==> config.mk <==
export PLATFORM = sky130hd
export DESIGN_NAME = char_deque_with_search_unit
export DESIGN_NICKNAME = d
export VERILOG_FILES = /design/src/rtl/cdq_pkg.sv /design/src/rtl/cdq_ram.sv /design/src/rtl/char_deque_with_search_unit.sv
export SDC_FILE = /design/constraint.sdc
export NUM_CORES = 1
export LEC_CHECK = 0
export BUFFER_PORTS_ARGS = -buffer_cell sky130_fd_sc_hd__buf_2
export CAP_MARGIN = 15
export CORE_ASPECT_RATIO = 1.4
export CORE_MARGIN = 5
export CORE_UTILIZATION = 52
export CTS_CLUSTER_SIZE = 10
export DETAILED_ROUTE_END_ITERATION = 7
export PLACE_DENSITY = 0.68
export SLEW_MARGIN = 20
export SYNTH_ARGS = -nofsm -noshare
export SYNTH_HDL_FRONTEND = slang
export SYNTH_SLANG_ARGS = --single-unit
==> constraint.sdc <==
create_clock -name clock -period 10.5 [get_ports clock]
set_clock_uncertainty 0.1 [all_clocks]
set_input_delay 0.525 -clock clock [delete_from_list [all_inputs] [get_ports clock]]
set_output_delay 0.525 -clock clock [all_outputs]
set_load 0.005 [all_outputs]
==> src/rtl/cdq_pkg.sv <==
// ----------------------------------------------------------------------------
// cdq_pkg
// Operation codes and controller types of the byte deque with search.
// ----------------------------------------------------------------------------
package cdq_pkg;

   typedef enum logic [2:0] {
      OP_PUSH_FRONT = 3'd0,
      OP_PUSH_BACK  = 3'd1,
      OP_POP_FRONT  = 3'd2,
      OP_POP_BACK   = 3'd3,
      OP_FIND       = 3'd4
   } op_type;

   typedef enum logic [1:0] {
      ST_IDLE,
      ST_POP,
      ST_FIND,
      ST_EMIT
   } state_type;

   localparam int OpWidth   = 3;
   localparam int ByteWidth = 8;

endpackage

==> src/rtl/cdq_ram.sv <==
// ----------------------------------------------------------------------------
// cdq_ram
// Single-port synchronous RAM with a registered read.
// ----------------------------------------------------------------------------
module cdq_ram #(
   parameter int WIDTH = 8,
   parameter int DEPTH = 64,
   localparam int AddrWidth = $clog2(DEPTH)
) (
   input  logic                 clock,
   input  logic                 we,
   input  logic [AddrWidth-1:0] addr,
   input  logic [WIDTH-1:0]     wdata,
   output logic [WIDTH-1:0]     rdata
);

   logic [WIDTH-1:0] mem_ff [DEPTH];
   logic [WIDTH-1:0] rdata_ff;

   always_ff @(posedge clock) begin
      if (we) begin
         mem_ff[addr] <= wdata;
      end
      rdata_ff <= mem_ff[addr];
   end

   assign rdata = rdata_ff;

endmodule

==> src/rtl/char_deque_with_search_unit.sv <==
// ----------------------------------------------------------------------------
// char_deque_with_search_unit
// Bounded double-ended queue of bytes in a ring buffer, with a linear find.
// ----------------------------------------------------------------------------
// Usage:
//   Requests arrive on the req_ channel (req_type, req_value_in) and each one
//   produces exactly one response on the rsp_ channel, both valid/ready.
//   The bytes live in a single-port RAM; front index and count are flops.
//   One request is in work at a time. A transfer is taken only in the idle
//   state, and the next one can follow in the cycle after the response is
//   loaded into the output register.
//   Push, a pop from an empty queue, an unknown code, and a find of the zero
//   byte or in an empty queue go from idle straight to the emit state; any
//   other pop makes one RAM read in the pop state, and any other find scans
//   from the front until the first match or through the whole occupancy;
//   the single RAM read port examines one entry per cycle. The response
//   register loads as the unit returns to idle, so rsp_valid and req_ready
//   rise together.
//   Reset empties the queue (front index and count to zero) and drops any
//   pending response; the RAM contents are not cleared.
//   When the receiver stalls, the response waits in the output register and
//   the unit finishes the next request, then holds it until the output frees.
// ----------------------------------------------------------------------------
module char_deque_with_search_unit
   import cdq_pkg::*;
#(
   parameter int CAPACITY = 64,
   localparam int PosWidth = $clog2(CAPACITY),
   localparam int CntWidth = $clog2(CAPACITY + 1)
) (
   input  logic                 clock,
   input  logic                 reset,
   input  logic                 req_valid,
   output logic                 req_ready,
   input  logic [OpWidth-1:0]   req_type,
   input  logic [ByteWidth-1:0] req_value_in,
   output logic                 rsp_valid,
   input  logic                 rsp_ready,
   output logic                 rsp_ok,
   output logic [ByteWidth-1:0] rsp_value_out,
   output logic                 rsp_found,
   output logic [PosWidth-1:0]  rsp_position,
   output logic [CntWidth-1:0]  rsp_occupancy
);

   localparam logic [PosWidth-1:0] LastIdx  = PosWidth'(CAPACITY - 1);
   localparam logic [CntWidth-1:0] CapCount = CntWidth'(CAPACITY);
   localparam logic [CntWidth:0]   CapWide  = (CntWidth + 1)'(CAPACITY);

   state_type state_ff, state_in;
   logic [PosWidth-1:0]  front_ff, front_in;
   logic [CntWidth-1:0]  count_ff, count_in;
   logic [PosWidth-1:0]  scan_ff, scan_in;
   logic [PosWidth-1:0]  ptr_ff, ptr_in;
   logic [ByteWidth-1:0] key_ff, key_in;
   logic                 st_ok_ff, st_ok_in;
   logic [ByteWidth-1:0] st_value_ff, st_value_in;
   logic                 st_found_ff, st_found_in;
   logic [PosWidth-1:0]  st_pos_ff, st_pos_in;
   logic                 rsp_valid_ff, rsp_valid_in;
   logic                 rsp_ok_ff, rsp_ok_in;
   logic [ByteWidth-1:0] rsp_value_ff, rsp_value_in;
   logic                 rsp_found_ff, rsp_found_in;
   logic [PosWidth-1:0]  rsp_pos_ff, rsp_pos_in;
   logic [CntWidth-1:0]  rsp_occ_ff, rsp_occ_in;

   logic                 ram_we;
   logic [PosWidth-1:0]  ram_addr;
   logic [ByteWidth-1:0] ram_rdata;

   logic [PosWidth-1:0]  front_inc, front_dec, ptr_inc, back_addr;
   logic [CntWidth-1:0]  back_off;
   logic [CntWidth:0]    back_sum;
   logic                 is_full, is_empty, out_free;

   cdq_ram #(
      .WIDTH(ByteWidth),
      .DEPTH(CAPACITY)
   ) u_ram (
      .clock(clock),
      .we   (ram_we),
      .addr (ram_addr),
      .wdata(req_value_in),
      .rdata(ram_rdata)
   );

   // Ring arithmetic: every sum that is used stays below twice the capacity, so one
   // compare and subtract wraps it.
   always_comb begin
      front_inc = (front_ff == LastIdx) ? '0 : front_ff + 1'b1;
      front_dec = (front_ff == '0) ? LastIdx : front_ff - 1'b1;
      ptr_inc   = (ptr_ff == LastIdx) ? '0 : ptr_ff + 1'b1;
      back_off  = (req_type == OP_POP_BACK) ? count_ff - 1'b1 : count_ff;
      back_sum  = (CntWidth + 1)'(front_ff) + (CntWidth + 1)'(back_off);
      back_addr = (back_sum >= CapWide) ? PosWidth'(back_sum - CapWide)
                                        : PosWidth'(back_sum);
      is_full   = (count_ff == CapCount);
      is_empty  = (count_ff == '0);
      out_free  = !rsp_valid_ff || rsp_ready;
   end

   always_comb begin
      state_in     = state_ff;
      front_in     = front_ff;
      count_in     = count_ff;
      scan_in      = scan_ff;
      ptr_in       = ptr_ff;
      key_in       = key_ff;
      st_ok_in     = st_ok_ff;
      st_value_in  = st_value_ff;
      st_found_in  = st_found_ff;
      st_pos_in    = st_pos_ff;
      rsp_valid_in = rsp_valid_ff && !rsp_ready;
      rsp_ok_in    = rsp_ok_ff;
      rsp_value_in = rsp_value_ff;
      rsp_found_in = rsp_found_ff;
      rsp_pos_in   = rsp_pos_ff;
      rsp_occ_in   = rsp_occ_ff;
      ram_we       = 1'b0;
      ram_addr     = ptr_ff;
      req_ready    = 1'b0;

      unique case (state_ff)
         ST_IDLE: begin
            req_ready = 1'b1;
            if (req_valid) begin
               st_ok_in    = 1'b0;
               st_value_in = '0;
               st_found_in = 1'b0;
               st_pos_in   = '0;
               key_in      = req_value_in;
               state_in    = ST_EMIT;
               case (req_type)
                  OP_PUSH_FRONT: begin
                     if (!is_full) begin
                        ram_we   = 1'b1;
                        ram_addr = front_dec;
                        front_in = front_dec;
                        count_in = count_ff + 1'b1;
                        st_ok_in = 1'b1;
                     end
                  end
                  OP_PUSH_BACK: begin
                     if (!is_full) begin
                        ram_we   = 1'b1;
                        ram_addr = back_addr;
                        count_in = count_ff + 1'b1;
                        st_ok_in = 1'b1;
                     end
                  end
                  OP_POP_FRONT: begin
                     if (!is_empty) begin
                        ram_addr = front_ff;
                        front_in = front_inc;
                        count_in = count_ff - 1'b1;
                        state_in = ST_POP;
                     end
                  end
                  OP_POP_BACK: begin
                     if (!is_empty) begin
                        ram_addr = back_addr;
                        count_in = count_ff - 1'b1;
                        state_in = ST_POP;
                     end
                  end
                  OP_FIND: begin
                     // The zero byte never matches.
                     if (req_value_in != '0 && !is_empty) begin
                        ram_addr = front_ff;
                        ptr_in   = front_inc;
                        scan_in  = '0;
                        state_in = ST_FIND;
                     end
                  end
                  default: begin
                  end
               endcase
            end
         end
         ST_POP: begin
            st_ok_in    = 1'b1;
            st_value_in = ram_rdata;
            state_in    = ST_EMIT;
         end
         ST_FIND: begin
            // ram_rdata holds the entry at position scan_ff; the next read
            // is issued in the same cycle so one entry is examined per cycle.
            if (ram_rdata == key_ff) begin
               st_ok_in    = 1'b1;
               st_found_in = 1'b1;
               st_pos_in   = scan_ff;
               state_in    = ST_EMIT;
            end else if (CntWidth'(scan_ff) + 1'b1 == count_ff) begin
               state_in = ST_EMIT;
            end else begin
               ram_addr = ptr_ff;
               ptr_in   = ptr_inc;
               scan_in  = scan_ff + 1'b1;
            end
         end
         ST_EMIT: begin
            if (out_free) begin
               rsp_valid_in = 1'b1;
               rsp_ok_in    = st_ok_ff;
               rsp_value_in = st_value_ff;
               rsp_found_in = st_found_ff;
               rsp_pos_in   = st_pos_ff;
               rsp_occ_in   = count_ff;
               state_in     = ST_IDLE;
            end
         end
         default: begin
            state_in = ST_IDLE;
         end
      endcase
   end

   always_ff @(posedge clock) begin
      if (reset) begin
         state_ff     <= ST_IDLE;
         front_ff     <= '0;
         count_ff     <= '0;
         rsp_valid_ff <= 1'b0;
      end else begin
         state_ff     <= state_in;
         front_ff     <= front_in;
         count_ff     <= count_in;
         rsp_valid_ff <= rsp_valid_in;
      end
   end

   always_ff @(posedge clock) begin
      scan_ff      <= scan_in;
      ptr_ff       <= ptr_in;
      key_ff       <= key_in;
      st_ok_ff     <= st_ok_in;
      st_value_ff  <= st_value_in;
      st_found_ff  <= st_found_in;
      st_pos_ff    <= st_pos_in;
      rsp_ok_ff    <= rsp_ok_in;
      rsp_value_ff <= rsp_value_in;
      rsp_found_ff <= rsp_found_in;
      rsp_pos_ff   <= rsp_pos_in;
      rsp_occ_ff   <= rsp_occ_in;
   end

   assign rsp_valid     = rsp_valid_ff;
   assign rsp_ok        = rsp_ok_ff;
   assign rsp_value_out = rsp_value_ff;
   assign rsp_found     = rsp_found_ff;
   assign rsp_position  = rsp_pos_ff;
   assign rsp_occupancy = rsp_occ_ff;

endmodule

# After elaboration in Yosys (flattened, before gate mapping)
# Memories as Yosys holds them, arrays and structs flattened. A register that Yosys moved wholly into a read port is not among the register bits.
# Index checks and enable logic that the tools add are counted.
# op_classes
addsub,9
magnitude_cmp,1
eq_ne,24
mux,58
reduce_logical,27
# op_table
cell,count
$mux W6,25
$pmux W6 S2,4
$pmux W6 S5,1
$mux W7,3
$ne A2 B2 Y1 const B,10
$add A6 B1 Y6 const B,3
$pmux W8 S2,1
$pmux W7 S2,1
$mux W1,13
$eq A6 B6 Y1 const B,2
$sub A6 B1 Y6 const B,2
$mux W2,5
$reduce_and A5 Y1,2
$reduce_and A3 Y1,3
$add A6 B7 Y8,1
$eq A8 B8 Y1,1
$ge A8 B7 Y1 const B,1
$mux W8,1
$pmux W2 S4,1
$reduce_bool A2 Y1,4
$reduce_bool A8 Y1,1
$add A6 B1 Y7 const B,1
$add A7 B1 Y7 const B,1
$eq A7 B7 Y1,1
23 further kinds,31
# word_totals
ff_bits,75
ram_bits,512
in_bits,15
memories,1
# memory_table
name,depth,word_bits,rd,rd_ports_with_merged_regs,wr,line_no,text
u_ram.mem_ff,64,8,1,1,1,cdq_ram.sv:17,logic [WIDTH-1:0] mem_ff [DEPTH];

# Depth between registers and ports, before layout
# Gate-level depths: netlist of run 1.
# logic_depth
word_depth,9
ltp_mapped,18
ltp_nobuf,14

# By module
# From an unflattened synthesis of run 1, not the netlist that was laid out.
# unflattened
cells_unflattened,1599
area_unflattened_um2,24486.0
# by_module_without_submodules
module,instances,cells_each,area_each_um2
cdq_ram,1,1166,20095.5
char_deque_with_search_unit,1,433,4390.5

# Least setup slack after synthesis of run 1
# No wires, ideal clock.
# synth_path
kind,input to register
startpoint,input port req_type[1]
endpoint,memory u_ram.mem_ff[0][0] (enable)
setup_ns,0.370
arrival_ns,3.970
required_time_ns,10.030
setup_slack_ns,6.059
cell_stages,16
n_path_buf,4
path_cell_list,clkbuf_1 > and3b_1 > buf_2 > xnor2_1 > ha_1 > fa_1 > a21o_1 > a21oi_1 > xnor2_1 > a22oi_1 > a21oi_1 > or3_1 > or3_1 > clkbuf_1 > clkbuf_1 > nor2_1
# synth_between
elab_chain_len,9
# synth_rtl
element,line_no,text
"start, declared",char_deque_with_search_unit.sv:35,"input logic [OpWidth-1:0] req_type,"
$eq A3 B2 Y1,"char_deque_with_search_unit.sv:93, char_deque_with_search_unit.sv:133",
$mux W7,char_deque_with_search_unit.sv:93,back_off = (req_type == OP_POP_BACK) ? count_ff - 1'b1 : count_ff;
$add A6 B7 Y8,char_deque_with_search_unit.sv:94,back_sum = (CntWidth + 1)'(front_ff) + (CntWidth + 1)'(back_off);
$ge A8 B7 Y1 / $sub A6 B1 Y6 (equally long branches),char_deque_with_search_unit.sv:95,back_addr = (back_sum >= CapWide) ? PosWidth'(back_sum - CapWide)
$mux W6,char_deque_with_search_unit.sv:95,
"$mux W6, on equally long branches","char_deque_with_search_unit.sv:160, char_deque_with_search_unit.sv:144",
$pmux W6 S5,char_deque_with_search_unit.sv:133,case (req_type)
$mux W6,char_deque_with_search_unit.sv:126,if (req_valid) begin
$mux W6,-,
"end, declared",cdq_ram.sv:17,
# Several ways; a longest one is shown, not always the timed one.

# Worst setup path in the final report of run 1
# layout_path
startpoint,register count_ff[0]
endpoint,"register u_ram.rdata_ff[3], in the netlist u_ram.rdata[3], read port of u_ram.mem_ff"
# layout_between
elab_chain_len,9
# layout_rtl
element,line_no,text
"start, declared",char_deque_with_search_unit.sv:52,"logic [CntWidth-1:0] count_ff, count_in;"
"start signal, assigned",char_deque_with_search_unit.sv:227,count_ff <= count_in;
$sub A7 B1 Y7,char_deque_with_search_unit.sv:93,
$mux W7,char_deque_with_search_unit.sv:93,
$add A6 B7 Y8,char_deque_with_search_unit.sv:94,
$ge A8 B7 Y1 / $sub A6 B1 Y6 (equally long branches),char_deque_with_search_unit.sv:95,
$mux W6,char_deque_with_search_unit.sv:95,
"$mux W6, on equally long branches","char_deque_with_search_unit.sv:160, char_deque_with_search_unit.sv:144",
$pmux W6 S5 *,char_deque_with_search_unit.sv:133,
$mux W6 *,char_deque_with_search_unit.sv:126,
$mux W6 *,-,
"end, declared",cdq_ram.sv:18,logic [WIDTH-1:0] rdata_ff;
# Mark *: on every way between the ends. The rest lies on a longest branch, timed or not.
# A chain may end at the register's enable or synchronous reset.

==> flow_summary.toml, run 1 <==
[yosys]
synth_edf_count = 571
async_reset_ff_share_pct = 0
avgSynthCellArea_um2 = 12.5
synthTopCellsByArea = "edfxtp_1 67%, nand3_1 5.3%, a21oi_1 5.3%, o21ai_0 5.1%, clkbuf_1 2.2%"
synth_seq_cells = 595
synth_cell_types = 66
netlist_area_um2 = 25400
yosysTopAreaCell = "edfxtp_1"
synth_seq_area_share_pct = 69.4
synth_nets = 2064
ys_warn_count = 0
syn-instance-count = 2030
netlist.area_leader.share_pct = 67.5
yosys_most_used_dff = "edfxtp_1"

[grt]
grt_pass1_wl_um = 105000
grt.overflow.total = 0
grt_max_degree = 242
grt_antenna_before_repair = 0
first_global_vias = 17000
grt_use_total_pct = 25.8

[route]
drt_iter0_drc = 2453
firstDrtPassIters = 6
drt-vias-per-instance = 6.54
drc_errors = 0
postRouteAntennaNets = 0
vias = 17500
wl_per_cell_um = 26.5
wirelength_um = 71000

[clock_tree]
insertion_delay_ns = 0.60
clockBufferDepth = 3
clk_pin_slew_worst_paths_ns = 0.05
cts-htree-levels = 3
postCtsSetupBuffers = 0
cts-buffers-inserted = 69
ctsResizeCount = 0
cts_hold_buf = 0
cts_tree = "built"
cts_root_buffer = "clkbuf_16"
cts_num_sinks = 595

[worst_setup_path]
crit_required_ns = 10.86
critPathLaunchType = "flip-flop"
rr_worst_depth = 12
cp.arrival_ns = 6.61
worst-setup-path-type = "flip-flop to flip-flop"
path_max_fanout = 241
end_kind = "flip-flop"

[timing]
slew_violations = 0
fin_setup_tns_ns = 0
setup_viol = 0
timing.fmax_mhz = 160
tightest_slew_ns = 1.29
rsz0062_at_grt = "false"
post-route-period-util_pct = 59.6
finalCriticalPeriod_ns = 6.26
final_hold_viol_count = 0
slew-limit-headroom_pct = 13.9

[worst_hold_path]
holdPathStages = 4
min_path_type = "input pin to flip-flop"

[finish]
num-nets-final = 2032
drive_gt1_share_pct = 8.06
insertedDiodeCount = 0
layoutNonFillerInstCount = 2676
final_area_um2 = 28000
final_cell_mix = "571 x edfxtp_1, 268 x nand3_1, 268 x a21oi_1, 261 x o21ai_0, 108 x nor2_1"
syn2layout_area_growth_pct = 10.1
final_common_cell = "edfxtp_1"

[floorplan]
die_y_um = 272
initial_core_util_pct = 52.8
dieArea_um2 = 53400
row_count = 95
io_pins = 40
dieWidth_um = 197
core_um2 = 48100

[run]
max-cap-violations = 0

[placement]
dp_hpwl_um = 42600
gp_congestion = 0.906
port_buffers = 39
place_area_um2 = 26000
dp_cells = 2557

[power]
p_int_uw = 4360
ir_worst_vdd_mv = 0.139
combPwrFrac_pct = 22.8
p_leak_uw = 0.00885
seqPwrFrac_pct = 43.8
p_per_area_nw_per_um2 = 228
power.switching_uw = 2030
total_power_uw = 6390
clockPowerShare_pct = 33.4
swShare_pct = 31.7

[status]
outcome = "finished, final reports clean"
==> final timing paths <==
kind,to,startpoint,slack (ns)
setup / recovery,u_ram.rdata[3],count_ff[0],4.24
hold / removal,rsp_valid,rsp_ready,0.19
setup reg to reg,u_ram.rdata[3],count_ff[0],4.24
hold reg to reg,rsp_position[5],st_pos_ff[5],0.32
==> state kept, by name (all words and copies together) (netlist names) <==
signal and cells:
st_pos_ff 6, key_ff 8, rsp_valid 1, rsp_found 1
u_ram.rdata 8, scan_ff 6, st_ok_ff 1, state_ff 2
rsp_position 6, u_ram.mem_ff 512, rsp_value_out 8, front_ff 6
count_ff 7, ptr_ff 6, rsp_ok 1, rsp_occupancy 7
st_found_ff 1, st_value_ff 8
==> per-layer routing <==
layer	share of wire, %	up-vias	track usage [%]
li1	-	7723	-
met3	8.1	200	4.48
met5	0	-	0
met1	36	8651	31.9
met2	50	940	43.5
met4	5.7	0	13.2
==> synthesized netlist by cell type, types with 11 or more instances <==
| master | instances |
|---|---|
| clkbuf_1 | 147 |
| nor2_1 | 108 |
| nand2_1 | 30 |
| buf_2 | 12 |
| o22ai_1 | 33 |
| a2111oi_0 | 16 |
| a21oi_1 | 268 |
| nor2b_1 | 11 |
| nor4_1 | 53 |
| ha_1 | 18 |
| dfxtp_1 | 24 |
| xnor2_1 | 20 |
| nand3_1 | 270 |
| mux2_1 | 14 |
| xor2_1 | 27 |
| edfxtp_1 | 571 |
| o21ai_0 | 261 |
| and2_1 | 22 |
==> critical path: stages, from the launching register on <==
cell,delay (ns)
dfxtp_1,0.39
inv_1,0.18
ha_1,0.17
or3b_1,0.39
or2_1,0.38
a32oi_1,0.42
a31oi_4,0.16
buf_12,0.23
nor2_2,1.14
mux2_1,0.43
a2111oi_0,0.76
o22ai_1,0.45
or4_1,0.59
==> area by class of cell <==
class	count	area [µm²]
Clock buffer	113	1890
Fill cell	3787	20200
Timing Repair Buffer	67	430
Inverter	8	30.0
Clock inverter	6	63.8
Multi-Input combinational cell	1257	7140
Sequential cell	595	17600
Tap cell	630	788
==> power groups by stage <==
stage	Combinational (µW)	Clock, µW	Sequential [µW]
2_1_floorplan	927	0	2800
3_3_place_gp	1410	0	2840
3_5_place_dp	1430	0	2840
4_1_cts	1440	2140	2800
5_1_grt	1550	2250	2800
6_report	1460	2130	2800
==> through the flow <==
step,hold WS [ns],setup WS [ns],utilization [%]
2_1_floorplan,0.300,6.06,-
3_3_place_gp,0.301,4.30,54.0
3_5_place_dp,0.306,4.26,54.0
4_1_cts,0.155,4.55,58.1
5_1_grt,0.224,4.43,58.1
6_report,0.192,4.24,58.1
==> logic make-up after synthesis <==
logic type | Yosys count | share of synthesized area (%)
AND/OR/NAND/NOR | 536 | 10.6
buffers and inverters | 178 | 2.84
multiplexers | 28 | 1.20
flip-flops | 595 | 69.4
adder cells (fa/ha/maj) | 19 | 0.965
XOR/XNOR | 47 | 1.62
AO/OA/AOI/OAI | 627 | 13.4
Note: power is estimated with default switching activity, not from simulation.
==> inputs of run 2 (changes only) <==
--- a/config.mk
+++ b/config.mk
@@ -5,6 +5,7 @@
 export SDC_FILE = /design/constraint.sdc
 export NUM_CORES = 1
 export LEC_CHECK = 0
+export ABC_AREA = 1
 export BUFFER_PORTS_ARGS = -buffer_cell sky130_fd_sc_hd__buf_2
 export CAP_MARGIN = 15
 export CORE_ASPECT_RATIO = 1.4
==> constraint.sdc (replaced) <==
create_clock -name clock -period 6.3 [get_ports clock]
set_clock_uncertainty 0.1 [all_clocks]
set_input_delay 0.315 -clock clock [delete_from_list [all_inputs] [get_ports clock]]
set_output_delay 0.315 -clock clock [all_outputs]
set_load 0.005 [all_outputs]
==> run 2 against run 1 <==
Net effect:
- critical path depth rose by 9
- clock power is 69% higher
- sequential share of layout area down 3.3 points
- hold slack worse by 0.14 ns
- register-to-register slack worse by 2.9 ns
- total power grew 64%
- critical path type unchanged
- critical endpoint is now u_ram.mem_ff[54][3]
==> flow_summary.toml, run 2 <==
[placement]
pre_cts_ws_ns = 0.962
port_buffers = 39
gp_congestion = 0.951
place_area_um2 = 27500
dp_hpwl_um = 44700

[route]
vias = 19000
drt-vias-per-instance = 5.60
wl_per_cell_um = 21.3
drc_errors = 0
postRouteAntennaNets = 0
wirelength_um = 72100
drt_iter0_drc = 1911
firstDrtPassIters = 6

[floorplan]
die_y_um = 279
dieWidth_um = 202
io_pins = 40
row_count = 98
dieArea_um2 = 56600
initial_core_util_pct = 52.6
core_um2 = 51300

[grt]
grt_antenna_before_repair = 2
first_global_vias = 18600
grt.overflow.total = 0
grt_max_degree = 194
grt_use_total_pct = 25.4
grt_pass1_wl_um = 110000

[finish]
largest_reg_flops = 512
regArea_um2 = 17600
syn2layout_area_growth_pct = 9.53
insertedDiodeCount = 0
final_core_util_pct = 57.6
num-nets-final = 2742
final_cell_mix = "851 x nand2_1, 571 x edfxtp_1, 300 x nor2_1, 290 x inv_1, 230 x nand3_1"
multiInputGateArea_um2 = 7500
final_area_um2 = 29500
drive_gt1_share_pct = 7.09
top_register = "u_ram.mem_ff"
fill_cells = 4234
final_common_cell = "nand2_1"

[timing]
post-route-period-util_pct = 79.3
finalCriticalPeriod_ns = 5.00
fin_setup_tns_ns = 0
tightest_slew_ns = 1.09
setup_slack_ns = 1.30
slew_violations = 0
setup_viol = 0
rsz0062_at_grt = "false"
slew-limit-headroom_pct = 27.4
timing.fmax_mhz = 200
final_hold_viol_count = 0

[yosys]
async_reset_ff_share_pct = 0
avgSynthCellArea_um2 = 10.1
yosys_most_used_dff = "edfxtp_1"
netlist_area_um2 = 27000
netlist.area_leader.share_pct = 63.6
synth_fa_ha_area_share_pct = 0.910
synth_compound_area_share_pct = 2.08
yosysTopAreaCell = "edfxtp_1"
yosysMostFrequentCell = "nand2_1"
synth_seq_area_share_pct = 65.4
synth_cell_types = 48
synth-simple-area-share_pct = 23.7
synthTopCellsByArea = "edfxtp_1 64%, nand2_1 12%, nand3_1 4.3%, nor2_1 4.2%, inv_1 4.1%"
synth_top_family_by_area = "simple AND/OR/NAND/NOR gates"
synth_seq_cells = 595
ys_warn_count = 0
syn-instance-count = 2682
synth_nets = 2716
synth_edf_count = 571
synth.area.mux_share_pct = 0
synth-xor-area-share_pct = 0.942
ys_top_cells_by_count = "852 x nand2_1, 571 x edfxtp_1, 300 x nor2_1, 291 x inv_1, 230 x nand3_1"

[run]
max-cap-violations = 0

[clock_tree]
cts_num_sinks = 595
clockBufferDepth = 3
ctsResizeCount = 0
cts-buffers-inserted = 69
cts_root_buffer = "clkbuf_16"
cts-htree-levels = 3
cts_tree = "built"
insertion_delay_ns = 0.61
clk_pin_slew_worst_paths_ns = 0.06

[worst_setup_path]
crit_required_ns = 6.44
critPathLaunchType = "flip-flop"
r2r_slack_ns = 1.30
worst-setup-path-type = "flip-flop to flip-flop"
end_kind = "flip-flop"
cp.arrival_ns = 5.13
path_max_fanout = 9

[power]
ir_worst_vdd_mv = 0.183
p_per_area_nw_per_um2 = 356
p_leak_uw = 0.0121

[worst_hold_path]
min_path_type = "input pin to flip-flop"

[status]
outcome = "finished, final reports clean"
==> run 2: where the power goes <==
part	switching, µW	leakage (µW)	internal [µW]	total [µW]
clock network	1490	0.000954	2110	3600
logic	1650	0.00581	596	2250
registers	108	0.00535	4540	4650
==> run 2: cells by family after synthesis <==
| logic type | Yosys count |
|---|---|
| AO/OA/AOI/OAI | 93 |
| XOR/XNOR | 29 |
| adder cells (fa/ha/maj) | 19 |
| buffers and inverters | 422 |
| flip-flops | 595 |
| AND/OR/NAND/NOR | 1524 |
==> run 2: layout make-up <==
cell class / instances / area share, %
flip-flops and latches: 595 / 59.7
well taps: 650 / 2.75
clock buffers: 97 / 6.52
repair buffers: 71 / 1.55
inverters: 306 / 3.94
clock inverters: 4 / 0.140
multi-input cells: 1665 / 25.4
==> run 2: timing repair <==
action / CTS / global route
setup endpoints to repair: 0 / 0
endpoints found under the hold margin: 11 / 0
hold buffers: 4 / 0
setup buffers: 0 / 0
==> run 2: routing by layer <==
layer | share of wire [%] | global-route usage, % | wire length (µm) | vias to the layer above
met2 | 49 | 42.7 | 35000 | 906
li1 | - | - | - | 8830
met5 | 0.018 | 0 | 13 | -
met4 | 5.8 | 14.0 | 4190 | 2
met1 | 38 | 31.8 | 27300 | 8985
met3 | 7.7 | 3.84 | 5560 | 235
==> run 2: final timing paths <==
| kind | from | end | cells after the start |
|---|---|---|---|
| hold reg to reg | st_pos_ff[1] | rsp_position[1] | 0 |
| setup / recovery | count_ff[0] | u_ram.mem_ff[54][3] | 21 |
| setup reg to reg | count_ff[0] | u_ram.mem_ff[54][3] | 21 |
| hold / removal | req_value_in[2] | u_ram.mem_ff[51][2] | 1 |
==> run 2: metrics by stage <==
step	cells	hold WS, ns	power (µW)
after detailed placement	3283	0.305	6940
after global placement	3283	0.301	6920
after floorplan	2682	0.300	6220
final	3388	0.0514	10500
after global routing	3388	0.0451	10900
after CTS	3388	0.0294	10500
==> run 2: critical path, cell delays in order, from the launching register on <==
cell and delay [ns]:
dfxtp_1 0.54, inv_1 0.17, ha_1 0.25, xor2_1 0.17, nand2_1 0.09, o21ai_0 0.09
ha_1 0.35, a21oi_1 0.21, nand2_1 0.08, nand2_1 0.09, nand2_1 0.06, a21oi_1 0.15
or2_2 0.14, nand2_1 0.04, nand2_1 0.05, nand3_1 0.08, nand2_1 0.19, nand2_1 0.10
nor2_1 0.42, buf_4 0.26, nand2_1 0.24, nor2_1 0.74
